`config.mk`:
```
export PLATFORM = sky130hd
export DESIGN_NAME = sqhp_cell
export DESIGN_NICKNAME = d
export VERILOG_FILES = /design/src/rtl/sqhp_pkg.sv /design/src/rtl/sqhp_cell.sv
export SDC_FILE = /design/constraint.sdc
export NUM_CORES = 1
export LEC_CHECK = 0
export ABC_CLOCK_PERIOD_IN_PS = 4200
export BUFFER_PORTS_ARGS = -buffer_cell sky130_fd_sc_hd__buf_2
export CAP_MARGIN = 10
export CORE_UTILIZATION = 36
export DETAILED_ROUTE_END_ITERATION = 6
export PLACE_DENSITY = 0.69
export SYNTH_ARGS = -nofsm -noshare
export SYNTH_HDL_FRONTEND = slang
export SYNTH_SLANG_ARGS = --single-unit
```
`constraint.sdc`:
```
create_clock -name clock -period 4.2 [get_ports clock]
set_clock_uncertainty 0.05 [all_clocks]
set_input_delay 0.42 -clock clock [delete_from_list [all_inputs] [get_ports clock]]
set_output_delay 0.42 -clock clock [all_outputs]
set_load 0.02 [all_outputs]
```
`src/rtl/sqhp_pkg.sv`:
```
// Shared types and constants for the sorted queue with half purge.
// No dependencies; imported by the interfaces, the cell and the top level.
`timescale 1ns / 1ps

package sqhp_pkg;

   localparam int VALUE_W   = 32;
   localparam int COUNT_W   = 7;
   localparam int REMOVED_W = 6;

   localparam logic CMD_INSERT = 1'b0;
   localparam logic CMD_PURGE  = 1'b1;

   typedef struct packed {
      logic insert;
      logic shift;
   } sqhp_ctrl_type;

endpackage

```
`src/rtl/sqhp_cell.sv`:
```
// One slot of the sorted chain: holds an entry and its valid bit.
// Depends on sqhp_pkg; instantiated once per slot by the top level.
`timescale 1ns / 1ps

module sqhp_cell
   import sqhp_pkg::*;
(
   input  logic                      clock,
   input  logic                      reset,
   input  sqhp_ctrl_type             ctrl,
   input  logic signed [VALUE_W-1:0] ins_value,
   input  logic signed [VALUE_W-1:0] prev_entry,
   input  logic                      prev_valid,
   input  logic                      prev_lt,
   input  logic signed [VALUE_W-1:0] next_entry,
   input  logic                      next_valid,
   output logic signed [VALUE_W-1:0] entry,
   output logic                      valid,
   output logic                      lt
);

   logic signed [VALUE_W-1:0] entry_ff, entry_in;
   logic                      valid_ff, valid_in;

   assign lt = valid_ff && (entry_ff < ins_value);

   always_comb begin
      entry_in = entry_ff;
      valid_in = valid_ff;
      if (ctrl.insert) begin
         if (!lt) begin
            entry_in = prev_lt ? ins_value : prev_entry;
            valid_in = valid_ff | prev_valid;
         end
      end else if (ctrl.shift) begin
         entry_in = next_entry;
         valid_in = next_valid;
      end
   end

   always_ff @(posedge clock) begin
      if (reset) begin
         valid_ff <= 1'b0;
      end else begin
         valid_ff <= valid_in;
      end
   end

   always_ff @(posedge clock) begin
      entry_ff <= entry_in;
   end

   assign entry = entry_ff;
   assign valid = valid_ff;

endmodule

```
==> flow_summary.ini <==
[clock_tree]
cts.repair.resized = 0
cts.path.max_buffers = 2
cts_hold_buf = 0
cts-root-buf = clkbuf_8
insertion_delay_ns = 0.28
clock_sinks = 33
cts_made_buffers = 5
clk_pin_slew_ns = 0.07
cts_max_level = 2
cts_tree = built
cts_setup_buffers = 0

[floorplan]
core_area_mm2 = 0.006531
initial_core_util_pct = 38.20
dieWidth_um = 85.25
die_h_um = 85.25
die_area_mm2 = 0.007268
rows = 29
io_pins = 137

[hold_path]
hold_start = reset
min_path_type = in2reg

[timing]
worst_slew_pin_slew_ns = 1.111
max_slew_margin_pct = 25.91
rsz0062_at_grt = false
finalHoldViolations = 0
fmax_mhz = 335.1
drv_slew = 0
fin_hold_ws_ns = 0.2550
setup_violations = 0
final.period_utilization_pct = 71.06
fin_crit_ns = 2.984
finalSetupTns_ns = 0

[critical_path]
crit_buf_inv = 1
path_cells = ha_1 -> a21oi_1 -> o21ai_0 -> a221o_1 -> a211o_1 -> a21oi_1 -> mux2i_1 -> buf_2
cpPeakStageDelay_ns = 0.40
startpoint = entry[23]
cpMostUsedCell = a21oi_1
required_ns = 3.73
worst-path-max-fanout = 3
crit_path_start_kind = flip-flop
reg2reg_from = entry[7]
cp.arrival_ns = 2.51
crit_family = compound AO/OA/AOI/OAI gates
crit_slowest_cell = edfxtp_1
critPathCaptureType = output port
critPathKind = reg2out
regToRegSetupSlack_ns = 1.55

[cells_and_area]
drive_gt1_share_pct = 37.19
utilization_pct = 50.94
fin_cells = 475
diodes = 0
layout_common_cells = 136 x buf_2, 46 x a21oi_1, 38 x nor2_1
final_nets = 531
final_common_cell = buf_2
area_growth_pct = 33.35

[synth]
syn_area_mm2 = 0.002495
synth.avg_cell_area_um2 = 9.450
ys_types = 28
synth-seq-cells = 33
yosys_warnings = 0
synthCells = 264
synth_nets = 398
synth-seq-area-share_pct = 39.32

[detailed_routing]
drt-total-wl_um = 5971
dr.pass1.iters = 6
wl_per_cell_um = 12.57
route.vias.total = 2314
drt-vias-per-instance = 4.872
ant_nets = 0
drc = 0
dr.first_iter.drc_count = 51

[grt]
grt_max_degree = 70
antenna_found_initial = 0
grt_pass1_wl_um = 9763
grt_pass1_vias = 2222
grt_overflow = 0
grtUsageTotal_pct = 16.71

[power_and_ir_drop]
p_per_area_mw_per_mm2 = 294.5
power.leakage_nw = 1.739
ir_worst_vdd_v = 0.0001564

[placement]
io_buffers = 136
place_inst = 467
place_congestion = 0.8299
dp_hpwl_um = 4840

[run_status]
status = completed

[job]
drv_cap = 0
[area by class of cell]
type                    count  area, µm²
well taps                  77      96.34
repair buffers            138      695.7
clock buffers               5      68.82
inverters                  32      120.1
multi-input cells         187       1353
flip-flops and latches     33      980.9
fillers                   633       3204
clock inverters             3      12.51
[metal layers]
metal | part of all wire [%] | vias to the layer above | track usage [%]
li1 | - | 1215 | -
met1 | 44 | 1013 | 20.62
met2 | 50 | 79 | 30.35
met3 | 4.8 | 7 | 2.529
met4 | 0.97 | 0 | 4.545
met5 | 0 | - | 0
[Yosys cell counts (all sizes together)]
cell | n | share of area (%)
a21oi | 47 | 9.6
buf | 4 | 0.75
o311a | 1 | 0.40
a31oi | 1 | 0.25
a211o | 2 | 0.70
nor4 | 1 | 0.25
nand2b | 2 | 0.50
nor2 | 38 | 5.7
o21ai | 4 | 0.80
nand4 | 6 | 1.8
clkbuf | 8 | 1.2
edfxtp | 32 | 39
a211oi | 2 | 0.80
nand2 | 8 | 1.2
a21o | 2 | 0.60
mux2i | 33 | 13
inv | 32 | 4.8
nand3 | 4 | 0.80
a221o | 1 | 0.40
ha | 31 | 16
o41ai | 1 | 0.65
dfxtp | 1 | 0.80
nor3 | 2 | 0.40
nor3b | 1 | 0.30
[state kept, by name, summed over array words and instances, names as in the netlist]
register and cells:
valid 1, entry 32
[power by group]
group / internal (W) / total, W / leakage (nW) / switching, W
clock network: 0.000111 / 0.000222 / 0.0430 / 0.000111
registers: 0.000409 / 0.000429 / 0.325 / 0.0000202
logic: 0.000140 / 0.000328 / 1.37 / 0.000188
total: 0.000661 / 0.000980 / 1.74 / 0.000319
[metrics by stage]
stage	area, µm²	worst slack [ns]	power, W
finish	3327	1.216	0.0009797
global route	3327	1.109	0.001046
CTS	3327	1.203	0.0009960
detailed placement	3246	1.352	0.0007688
global placement	3246	1.368	0.0007601
floorplan	2495	0.6301	0.0006394
[final timing paths]
path	cells after the start	endpoint
worst max-delay path	8	lt
worst min-delay path	2	valid
worst max register to register	7	entry[4]
worst min register to register	2	valid
[logic make-up after synthesis]
logic type	count (synthesis)	synth area share, %
buffers and inverters	44	6.770
AOI/OAI and AO/OA	61	14.19
and+or+nand+nor	62	10.93
adders and majority gates	31	15.55
DFF	33	39.32
muxes	33	13.24
(Power assumes the default switching activity.)
